===== config.mk =====
export PLATFORM = sky130hd
export DESIGN_NAME = vibration_pattern_sequencer
export DESIGN_NICKNAME = d
export VERILOG_FILES = /design/src/hw/rtl/vps_pkg.sv /design/src/hw/rtl/vps_ram.sv /design/src/hw/rtl/vibration_pattern_sequencer.sv
export SDC_FILE = /design/constraint.sdc
export NUM_CORES = 1
export LEC_CHECK = 0
export ABC_CLOCK_PERIOD_IN_PS = 5800
export BUFFER_PORTS_ARGS = -buffer_cell sky130_fd_sc_hd__buf_2
export CORE_ASPECT_RATIO = 0.5
export CORE_MARGIN = 4
export CORE_UTILIZATION = 50
export DETAILED_ROUTE_END_ITERATION = 6
export GPL_ROUTABILITY_DRIVEN = 0
export PLACE_DENSITY = 0.69
export SLEW_MARGIN = 20
export SYNTH_ARGS = -nofsm -noshare
export SYNTH_HDL_FRONTEND = slang
export SYNTH_SLANG_ARGS = --single-unit

===== constraint.sdc =====
create_clock -name clk -period 5.8 [get_ports clk]
set_input_delay 0.87 -clock clk [delete_from_list [all_inputs] [get_ports clk]]
set_output_delay 0.87 -clock clk [all_outputs]
set_load 0.03 [all_outputs]

===== src/hw/rtl/vps_pkg.sv =====
package vps_pkg;

    localparam int QueueDepth = 16;
    localparam int PtrW       = (QueueDepth > 1) ? $clog2(QueueDepth) : 1;
    localparam int CntW       = $clog2(QueueDepth + 1);

    localparam logic [7:0]  FadeStartDuty = 8'd10;
    localparam logic [7:0]  SpinDuty      = 8'd255;
    localparam logic [31:0] SpinTimeMs    = 32'd100000;

    typedef enum logic [1:0] {
        CMD_ENQUEUE = 2'd0,
        CMD_LOOP    = 2'd1,
        CMD_SPIN    = 2'd2,
        CMD_STOP    = 2'd3
    } vps_cmd_t;

    typedef enum logic [1:0] {
        ST_IDLE,
        ST_ENQ2,
        ST_POP
    } vps_state_t;

    typedef struct packed {
        vps_cmd_t    command;
        logic [31:0] now_ms;
        logic        fade_in;
        logic [7:0]  target_duty;
        logic [19:0] on_length_ms;
        logic [19:0] gap_length_ms;
    } vps_in_t;

    typedef struct packed {
        logic [7:0] pwm_duty;
        logic       is_running;
        logic [4:0] queue_count;
        logic       queue_overflow;
    } vps_out_t;

    // one queued event as stored in the event RAM
    typedef struct packed {
        logic        fade;
        logic [7:0]  duty;
        logic [19:0] length;
    } vps_event_t;

    localparam int EventW = $bits(vps_event_t);

endpackage


===== src/hw/rtl/vps_ram.sv =====
module vps_ram #(
    parameter int Width = 8,
    parameter int Depth = 16
) (
    input  logic                                  clk,
    input  logic                                  we,
    input  logic [((Depth > 1) ? $clog2(Depth) : 1)-1:0] waddr,
    input  logic [Width-1:0]                      wdata,
    input  logic                                  re,
    input  logic [((Depth > 1) ? $clog2(Depth) : 1)-1:0] raddr,
    output logic [Width-1:0]                      rdata
);

    logic [Width-1:0] mem [Depth];
    logic [Width-1:0] rdata_reg;

    always_ff @(posedge clk)
    begin
        if (we)
        begin
            mem[waddr] <= wdata;
        end
        if (re)
        begin
            rdata_reg <= mem[raddr];
        end
    end

    assign rdata = rdata_reg;

endmodule


===== src/hw/rtl/vibration_pattern_sequencer.sv =====
// Channel  Handshake              Payload            Moves
// cmd      cmd_valid/cmd_stall    vps_pkg::vps_in_t  one command in
// res      res_valid/res_stall    vps_pkg::vps_out_t one status result out
//
// One command is in flight at a time. Spin, stop, refused enqueues and loops
// that do not pop end in ST_IDLE; an enqueue with a gap adds ST_ENQ2 (the
// event RAM has one write port); a pop adds ST_POP (registered RAM read).
// rst_n clears all control state; the event RAM is not cleared, the fill count
// keeps unwritten entries from being read.
// The result register frees itself in the cycle its transfer completes, so a
// new command is taken in that same cycle; cmd_stall is high while busy.
module vibration_pattern_sequencer (
    input  logic              clk,
    input  logic              rst_n,
    input  logic              cmd_valid,
    output logic              cmd_stall,
    input  vps_pkg::vps_in_t  cmd,
    output logic              res_valid,
    input  logic              res_stall,
    output vps_pkg::vps_out_t res
);

    vps_pkg::vps_state_t          state_reg, state_next;
    logic [vps_pkg::PtrW-1:0]     rd_ptr_reg, rd_ptr_next;
    logic [vps_pkg::PtrW-1:0]     wr_ptr_reg, wr_ptr_next;
    logic [vps_pkg::CntW-1:0]     count_reg, count_next;
    logic                         playing_reg, playing_next;
    logic [7:0]                   cur_duty_reg, cur_duty_next;
    logic [7:0]                   goal_duty_reg, goal_duty_next;
    logic [31:0]                  stop_time_reg, stop_time_next;
    logic [7:0]                   written_duty_reg, written_duty_next;
    vps_pkg::vps_in_t             item_reg, item_next;
    vps_pkg::vps_out_t            res_reg, res_next;
    logic                         res_valid_reg, res_valid_next;

    logic                         accept;
    logic                         load_res;
    logic                         overflow;
    logic                         ram_we;
    logic                         ram_re;
    vps_pkg::vps_event_t          ram_wdata;
    vps_pkg::vps_event_t          ram_rdata;
    logic [vps_pkg::CntW:0]       need;

    vps_ram #(
        .Width(vps_pkg::EventW),
        .Depth(vps_pkg::QueueDepth)
    ) u_event_ram (
        .clk  (clk),
        .we   (ram_we),
        .waddr(wr_ptr_reg),
        .wdata(ram_wdata),
        .re   (ram_re),
        .raddr(rd_ptr_reg),
        .rdata(ram_rdata)
    );

    function automatic logic [vps_pkg::PtrW-1:0] ptr_inc(input logic [vps_pkg::PtrW-1:0] p);
        logic [vps_pkg::PtrW-1:0] r;
        if (p == vps_pkg::PtrW'(vps_pkg::QueueDepth - 1))
        begin
            r = '0;
        end
        else
        begin
            r = p + vps_pkg::PtrW'(1);
        end
        return r;
    endfunction

    assign cmd_stall = !((state_reg == vps_pkg::ST_IDLE) && (!res_valid_reg || !res_stall));
    assign accept    = cmd_valid && !cmd_stall;
    assign res_valid = res_valid_reg;
    assign res       = res_reg;

    always_comb
    begin
        state_next        = state_reg;
        rd_ptr_next       = rd_ptr_reg;
        wr_ptr_next       = wr_ptr_reg;
        count_next        = count_reg;
        playing_next      = playing_reg;
        cur_duty_next     = cur_duty_reg;
        goal_duty_next    = goal_duty_reg;
        stop_time_next    = stop_time_reg;
        written_duty_next = written_duty_reg;
        item_next         = item_reg;
        load_res          = 1'b0;
        overflow          = 1'b0;
        ram_we            = 1'b0;
        ram_re            = 1'b0;
        ram_wdata         = '0;
        need              = (cmd.gap_length_ms != 20'd0) ? (vps_pkg::CntW+1)'(2)
                                                         : (vps_pkg::CntW+1)'(1);

        case (state_reg)
            vps_pkg::ST_IDLE:
            begin
                if (accept)
                begin
                    item_next = cmd;
                    case (cmd.command)
                        vps_pkg::CMD_ENQUEUE:
                        begin
                            if ({1'b0, count_reg} + need > (vps_pkg::CntW+1)'(vps_pkg::QueueDepth))
                            begin
                                overflow = 1'b1;
                                load_res = 1'b1;
                            end
                            else if (cmd.gap_length_ms != 20'd0)
                            begin
                                // silent gap first, on event follows next cycle
                                ram_we      = 1'b1;
                                ram_wdata   = '{fade: 1'b0, duty: 8'd0,
                                                length: cmd.gap_length_ms};
                                wr_ptr_next = ptr_inc(wr_ptr_reg);
                                count_next  = count_reg + vps_pkg::CntW'(1);
                                state_next  = vps_pkg::ST_ENQ2;
                            end
                            else
                            begin
                                ram_we      = 1'b1;
                                ram_wdata   = '{fade: cmd.fade_in, duty: cmd.target_duty,
                                                length: cmd.on_length_ms};
                                wr_ptr_next = ptr_inc(wr_ptr_reg);
                                count_next  = count_reg + vps_pkg::CntW'(1);
                                load_res    = 1'b1;
                            end
                        end
                        vps_pkg::CMD_LOOP:
                        begin
                            if (!playing_reg)
                            begin
                                if (count_reg != '0)
                                begin
                                    ram_re     = 1'b1;
                                    state_next = vps_pkg::ST_POP;
                                end
                                else
                                begin
                                    load_res = 1'b1;
                                end
                            end
                            else if (stop_time_reg < cmd.now_ms)
                            begin
                                playing_next      = 1'b0;
                                cur_duty_next     = 8'd0;
                                written_duty_next = 8'd0;
                                load_res          = 1'b1;
                            end
                            else
                            begin
                                if (goal_duty_reg > cur_duty_reg)
                                begin
                                    cur_duty_next = cur_duty_reg + 8'd1;
                                end
                                written_duty_next = cur_duty_next;
                                load_res          = 1'b1;
                            end
                        end
                        vps_pkg::CMD_SPIN:
                        begin
                            stop_time_next = cmd.now_ms + vps_pkg::SpinTimeMs;
                            cur_duty_next  = vps_pkg::SpinDuty;
                            playing_next   = 1'b1;
                            load_res       = 1'b1;
                        end
                        vps_pkg::CMD_STOP:
                        begin
                            stop_time_next = 32'd0;
                            cur_duty_next  = 8'd0;
                            load_res       = 1'b1;
                        end
                        default:
                        begin
                            load_res = 1'b1;
                        end
                    endcase
                end
            end
            vps_pkg::ST_ENQ2:
            begin
                ram_we      = 1'b1;
                ram_wdata   = '{fade: item_reg.fade_in, duty: item_reg.target_duty,
                                length: item_reg.on_length_ms};
                wr_ptr_next = ptr_inc(wr_ptr_reg);
                count_next  = count_reg + vps_pkg::CntW'(1);
                load_res    = 1'b1;
                state_next  = vps_pkg::ST_IDLE;
            end
            vps_pkg::ST_POP:
            begin
                rd_ptr_next    = ptr_inc(rd_ptr_reg);
                count_next     = count_reg - vps_pkg::CntW'(1);
                stop_time_next = item_reg.now_ms + 32'(ram_rdata.length);
                cur_duty_next  = ram_rdata.fade ? vps_pkg::FadeStartDuty : ram_rdata.duty;
                goal_duty_next = ram_rdata.duty;
                playing_next   = 1'b1;
                load_res       = 1'b1;
                state_next     = vps_pkg::ST_IDLE;
            end
            default:
            begin
                state_next = vps_pkg::ST_IDLE;
            end
        endcase

        res_next = res_reg;
        if (load_res)
        begin
            res_next.pwm_duty       = written_duty_next;
            res_next.is_running     = playing_next;
            res_next.queue_count    = 5'(count_next);
            res_next.queue_overflow = overflow;
        end

        if (load_res)
        begin
            res_valid_next = 1'b1;
        end
        else if (res_valid_reg && !res_stall)
        begin
            res_valid_next = 1'b0;
        end
        else
        begin
            res_valid_next = res_valid_reg;
        end
    end

    always_ff @(posedge clk or negedge rst_n)
    begin
        if (!rst_n)
        begin
            state_reg        <= vps_pkg::ST_IDLE;
            rd_ptr_reg       <= '0;
            wr_ptr_reg       <= '0;
            count_reg        <= '0;
            playing_reg      <= 1'b0;
            cur_duty_reg     <= 8'd0;
            goal_duty_reg    <= 8'd0;
            stop_time_reg    <= 32'd0;
            written_duty_reg <= 8'd0;
            res_valid_reg    <= 1'b0;
        end
        else
        begin
            state_reg        <= state_next;
            rd_ptr_reg       <= rd_ptr_next;
            wr_ptr_reg       <= wr_ptr_next;
            count_reg        <= count_next;
            playing_reg      <= playing_next;
            cur_duty_reg     <= cur_duty_next;
            goal_duty_reg    <= goal_duty_next;
            stop_time_reg    <= stop_time_next;
            written_duty_reg <= written_duty_next;
            res_valid_reg    <= res_valid_next;
        end
    end

    always_ff @(posedge clk)
    begin
        item_reg <= item_next;
        res_reg  <= res_next;
    end

    a_count_bound: assert property (@(posedge clk) disable iff (!rst_n)
        count_reg <= vps_pkg::CntW'(vps_pkg::QueueDepth))
        else $error("event count above queue depth");

    a_busy_stalls: assert property (@(posedge clk) disable iff (!rst_n)
        (state_reg != vps_pkg::ST_IDLE) |-> cmd_stall)
        else $error("command taken while busy");

    a_pop_nonempty: assert property (@(posedge clk) disable iff (!rst_n)
        (state_reg == vps_pkg::ST_POP) |-> (count_reg != '0) && !playing_reg)
        else $error("pop from empty queue or while playing");

    a_enq2_result: assert property (@(posedge clk) disable iff (!rst_n)
        (state_reg == vps_pkg::ST_ENQ2) |=> res_valid_reg && !res_reg.queue_overflow
            && (count_reg == $past(count_reg) + vps_pkg::CntW'(1)))
        else $error("second enqueue write did not complete");

    a_result_free_on_work: assert property (@(posedge clk) disable iff (!rst_n)
        (state_reg == vps_pkg::ST_ENQ2 || state_reg == vps_pkg::ST_POP) |-> !res_valid_reg)
        else $error("result register busy during multi-cycle command");

endmodule


# Yosys cells after proc, flatten, opt, wreduce, memory -nomap -nowiden
# Memories as Yosys holds them, arrays and structs flattened. A register that Yosys moved wholly into a read port is not among the register bits.
# Cells that the tools add are included.
# op_classes
magnitude_cmp,3
eq_ne,18
reduce_logical,22
addsub,8
muxes,63
# op_table
op,count
one-hot mux 32 bit (2 select lines),2
two-way mux 29 bit,4
two-way mux 8 bit,9
one-hot mux 29 bit (2 select lines),1
adder 32 x 17 -> 32 bit (second input constant),1
adder 32 x 20 -> 32 bit,1
< comparator 32 bit,1
two-way mux 32 bit,1
one-hot mux 8 bit (3 select lines),1
two-way mux 1 bit,21
two-way mux 4 bit,5
nonzero test 20 bit,1
one-hot mux 8 bit (2 select lines),1
two-way mux 5 bit,3
!= test 3 bit (second input constant),5
one-hot mux 5 bit (3 select lines),1
two-way mux 2 bit,7
adder 4 x 1 -> 4 bit (second input constant),2
adder 8 x 1 -> 8 bit (second input constant),1
equality test 4 bit (second input constant),2
greater-than comparator 8 bit,1
one-hot mux 1 bit (2 select lines),4
one-hot mux 4 bit (2 select lines),1
AND reduction 4 bit,2
other kinds (22),36
# totals
ff_bits,149
elab_cells,133
n_memories,1
output_inout_bits,17
inputBits,87
ram_bits,464
# memory_table
memory,words,width,rd,rd_clocked_by_memory_dff,wr,line_no,source
u_event_ram.mem,16,29,1,1,1,vps_ram.sv:14,logic [Width-1:0] mem [Depth];

# Longest topological paths before layout
# logic_depth
depth_word,10
ltp_mapped,16
mapped_depth_nobuf,13

# Cells and area by module
# A second synthesis with hierarchy kept.
# hier_totals
cells_unflattened,1723
area_unflattened_um2,27609.0
# modules_own_cells
mod,cells_per_inst,n_inst,area_each_um2,seq_area_each_um2
vps_ram,761,1,18322.6,14804.2
vibration_pattern_sequencer,962,1,9286.4,4108.9

# Worst setup path before layout
# Ideal clock, no wire load.
# synth_timing
path_type,input-to-reg
from,input cmd[2] in the netlist's numbering
to,"memory u_event_ram.mem[3][0] in the netlist's numbering, enable pin"
setup_time_ns,0.488
required_ns,5.312
cell_stages,15
slack_ns,-1.056
arrival_time_ns,6.367
path_buffers,3
path_cell_list,nor4_1 > nand3_1 > nor2_1 > clkbuf_1 > ha_1 > inv_1 > fa_1 > nand2b_1 > o21ai_0 > a221oi_2 > or2_1 > buf_4 > and2_0 > buf_2 > nor4_1
# synth_between
elab_chain_len,10
# synth_lines
element,line_no,source
start: declaration,vibration_pattern_sequencer.sv:17,"input vps_pkg::vps_in_t cmd,"
nonzero test 20 bit,vibration_pattern_sequencer.sv:93,need = (cmd.gap_length_ms != 20'd0) ? (vps_pkg::CntW+1)'(2)
two-way mux 2 bit,vibration_pattern_sequencer.sv:93,
adder 5 x 2 -> 6 bit,vibration_pattern_sequencer.sv:105,"if ({1'b0, count_reg} + need > (vps_pkg::CntW+1)'(vps_pkg::QueueDepth))"
greater-than comparator 6 x 5 -> 1 bit,vibration_pattern_sequencer.sv:105,
two-way mux 1 bit,vibration_pattern_sequencer.sv:105,
two-way mux 1 bit,vibration_pattern_sequencer.sv:102,case (cmd.command)
two-way mux 1 bit,vibration_pattern_sequencer.sv:99,if (accept)
one-hot mux 1 bit (2 select lines),vibration_pattern_sequencer.sv:96,case (state_reg)
two-way mux 1 bit,vps_ram.sv:19,if (we)
two-way mux 1 bit (not written as such),vps_ram.sv:21,mem[waddr] <= wdata;
end: declaration,vps_ram.sv:14,
# Every way passes these cells.

# Final worst setup path
# layout_timing
from,input cmd[15] in the netlist's numbering
to,"memory u_event_ram.mem[0][16] in the netlist's numbering, enable pin"
# The elaborated chain is that of the path after synthesis.

==> impl_metrics.csv <==
group,metric,value,unit
synth,netlist_area,27820,um2
timing,period_share,0.7599,
cells_and_area,largest_reg_flops,464,
worst_setup_path,worst_r2r_endpoint,"stop_time_reg[26]$_DFFE_PN0P_",
timing,maxSlewViolCount,0,
route,routed_wl,64790,um
pwr,peakVddDrop,0.3204,mV
cells_and_area,layout-drive-gt1-share,0.2358,
clock_tree,clk_latency,0.61,ns
synth,ys.flop_type,"edfxtp_1",
placed_design,place_hpwl,40700,um
worst_setup_path,path_max_fanout,29,
timing,rsz0062_at_grt,"no",
cells_and_area,layout_commonest_cell,"edfxtp_1",
floorplanning,num_rows,60,
clock_tree,cts_tree,"built",
global_routing,grt_pass1_vias,15740,
global_routing,grt_use_met2,0.3497,
timing,min_period,4.407,ns
clock_tree,numClockSinks,642,
timing,fin_hold_ws,0.04994,ns
clock_tree,cts_hold_buf,0,
placed_design,port_buffers,103,
synth,synth_cell_type_count,79,
worst_setup_path,critPathBufInv,3,
timing,worstMarginPinSlew,1.065,ns
outcome,status,"finished, final reports clean",
timing,slew_headroom,0.2901,
global_routing,grt.met1_usage,0.3232,
route,firstDrtPassIters,5,
floorplanning,dieHeight,174.8,um
worst_setup_path,worstPathArrival,4.62,ns
timing,hold_viol,0,
synth,syn_avg_cell_area,16.59,um2
synth,synth_nets,1845,
clock_tree,post_cts_buffers,0,
global_routing,grt_overflow,0,
timing,setup_viol,0,
cells_and_area,area_growth,12.67,%
route,first_iter_violations,1695,
synth,ys_ff_latch,642,
worst_setup_path,crit_path_start_kind,"input pin",
run,max-cap-violations,0,
worst_hold_path,min_path_type,"in2async",
clock_tree,numCtsBuffers,55,
placed_design,placed_area,29600,um2
synth,synthCells,1677,
clock_tree,cts_resized,0,
placed_design,place_ws,0.8371,ns
global_routing,busiest_layer,"met2",
worst_setup_path,worstPathCellList,"buf_2 -> nor4_1 -> nand3_1 -> nor2_2 -> ha_1 -> inv_1 -> fa_1 -> nand2b_1 -> o21ai_0 -> a221oi_2 -> or2_1 -> and2_0 -> nor4_2 -> buf_4",
clock_tree,clockRootBuffer,"clkbuf_16",
worst_setup_path,critPathRequiredTime,6.01,ns
floorplanning,core_area,54350,um2
synth,synth_enable_flop_cells,569,
global_routing,grt_pass1_wl,98720,um
floorplanning,dieArea,59700,um2
cells_and_area,fin_nets,1991,
route,vias,15850,
worst_setup_path,reg2reg_depth,8,
timing,fin_tns_setup,0,ns
clock_tree,clk_pin_slew_worst_paths,0.07,ns
global_routing,track_usage,0.2183,
synth,yosysWarnings,0,
floorplanning,io_pins,104,
timing,worst_clock_skew,0.04959,ns
route,ant_nets,0,
worst_setup_path,critPathKind,"in2reg",
worst_setup_path,worst_path_max_delay_cell,"buf_4",
worst_setup_path,cpPeakStageDelay,0.51,ns
pwr,power_leakage,10.88,nW
global_routing,grt_start_max_net_pins,72,
worst_setup_path,r2r_start,"state_reg[0]$_DFFE_PN0P_",
worst_setup_path,endpoint_kind,"flop",
timing,setup_ws,1.393,ns
route,drc,0,
clock_tree,clockBufferDepth,3,
timing,max_freq,226.9,MHz
route,vias_per_cell,6.070,
global_routing,use_met3,0.03303,
pwr,power_density,450.6,nW/um2
pwr,p_total,14.12,mW
synth,async_flop_share,0.1137,
worst_setup_path,rrSetupSlack,1.97,ns
global_routing,grt_antenna_before_repair,5,
floorplanning,start_util,0.5118,
route,wl_per_cell,24.81,um
clock_tree,h-tree-depth,2,
cells_and_area,finish.instance_area,31340,um2
floorplanning,die_w,341.6,um
cells_and_area,layout_common_cells,"569 x edfxtp_1, 145 x mux4_2, 102 x buf_2, 100 x nand2_1, 84 x a21oi_1",
synth,ys_seq_area_frac,0.6799,
worst_setup_path,critPathTopFamily,"simple AND/OR/NAND/NOR gates",
cell families (layout without fill, tap and decap cells):
logic type / after synthesis / after routing / synth area share
DFF: 642 / 642 / 0.6799
AOI/OAI and AO/OA: 305 / 305 / 0.07251
and+or+nand+nor: 301 / 301 / 0.05231
muxes: 161 / 161 / 0.1236
buffers and inverters: 140 / 329 / 0.01992
adders and majority gates: 81 / 81 / 0.03697
xor gates and xnor gates: 47 / 47 / 0.01480
other: 0 / 1 / 0
cell type report:
| cell class | instances | area, um2 |
|---|---|---|
| Clock inverter | 37 | 332.8 |
| Fill cell | 4106 | 23010 |
| Inverter | 68 | 255.2 |
| Timing Repair Buffer | 161 | 1057 |
| Antenna cell | 1 | 2.502 |
| Multi-Input combinational cell | 895 | 8433 |
| Clock buffer | 63 | 1406 |
| Sequential cell | 642 | 18920 |
| Tap cell | 744 | 930.9 |
per-layer routing:
layer,wire (um),up-vias
li1,-,6991
met4,1317,0
met5,0,-
met3,4469,84
met1,28220,8172
met2,30790,602
report_power, final:
| part | switching [mW] | leakage, nW | internal [mW] | total (mW) |
|---|---|---|---|---|
| combinational | 2.35 | 3.88 | 1.76 | 4.11 |
| clock | 1.67 | 0.854 | 1.93 | 3.60 |
| sequential | 0.447 | 6.15 | 5.96 | 6.41 |
per-stage QoR:
step,util,std cells
after CTS,0.5765,2610
after global routing,0.5766,2611
after global placement,0.5445,2510
final,0.5766,2611
after detailed placement,0.5445,2510
after floorplan,-,1677
cell usage after synthesis (11+ instances only):
master      n  area, um2
nand2_1   100      375.4
a31oi_1    12      75.07
and3_1     12      75.07
o21ai_0    75      375.4
dfrtp_1    73       1827
nor2_1     64      240.2
xnor2_1    41      359.1
nor3_1     14      70.07
mux4_2    145       3266
edfxtp_1  569      17090
clkbuf_1   43      161.4
ha_1       79      988.5
a21oi_1    84      420.4
buf_2      17      85.08
a21o_1     11      82.58
nor4_1     18      112.6
nand4_1    22      137.6
o211ai_1   11      82.58
a221oi_1   12      105.1
nand3_1    21      105.1
and2_1     12      75.07
o31ai_1    13      97.59
inv_1      66      247.7
worst max path at each step:
stage | startpoint | to | slack [ns] | depth (start not counted)
6_report | cmd[15] | u_event_ram.mem[0][16]$_DFFE_PP_ | 1.39 | 14
3_3_place_gp | cmd[15] | u_event_ram.mem[3][2]$_DFFE_PP_ | 0.94 | 14
4_1_cts | cmd[15] | u_event_ram.mem[0][16]$_DFFE_PP_ | 1.44 | 14
2_1_floorplan | cmd[2] | u_event_ram.mem[3][0]$_DFFE_PP_ | -1.06 | 15
5_1_grt | cmd[15] | u_event_ram.mem[2][0]$_DFFE_PP_ | 1.15 | 14
3_5_place_dp | cmd[15] | u_event_ram.mem[0][2]$_DFFE_PP_ | 0.84 | 14
(Power assumes the default switching activity.)
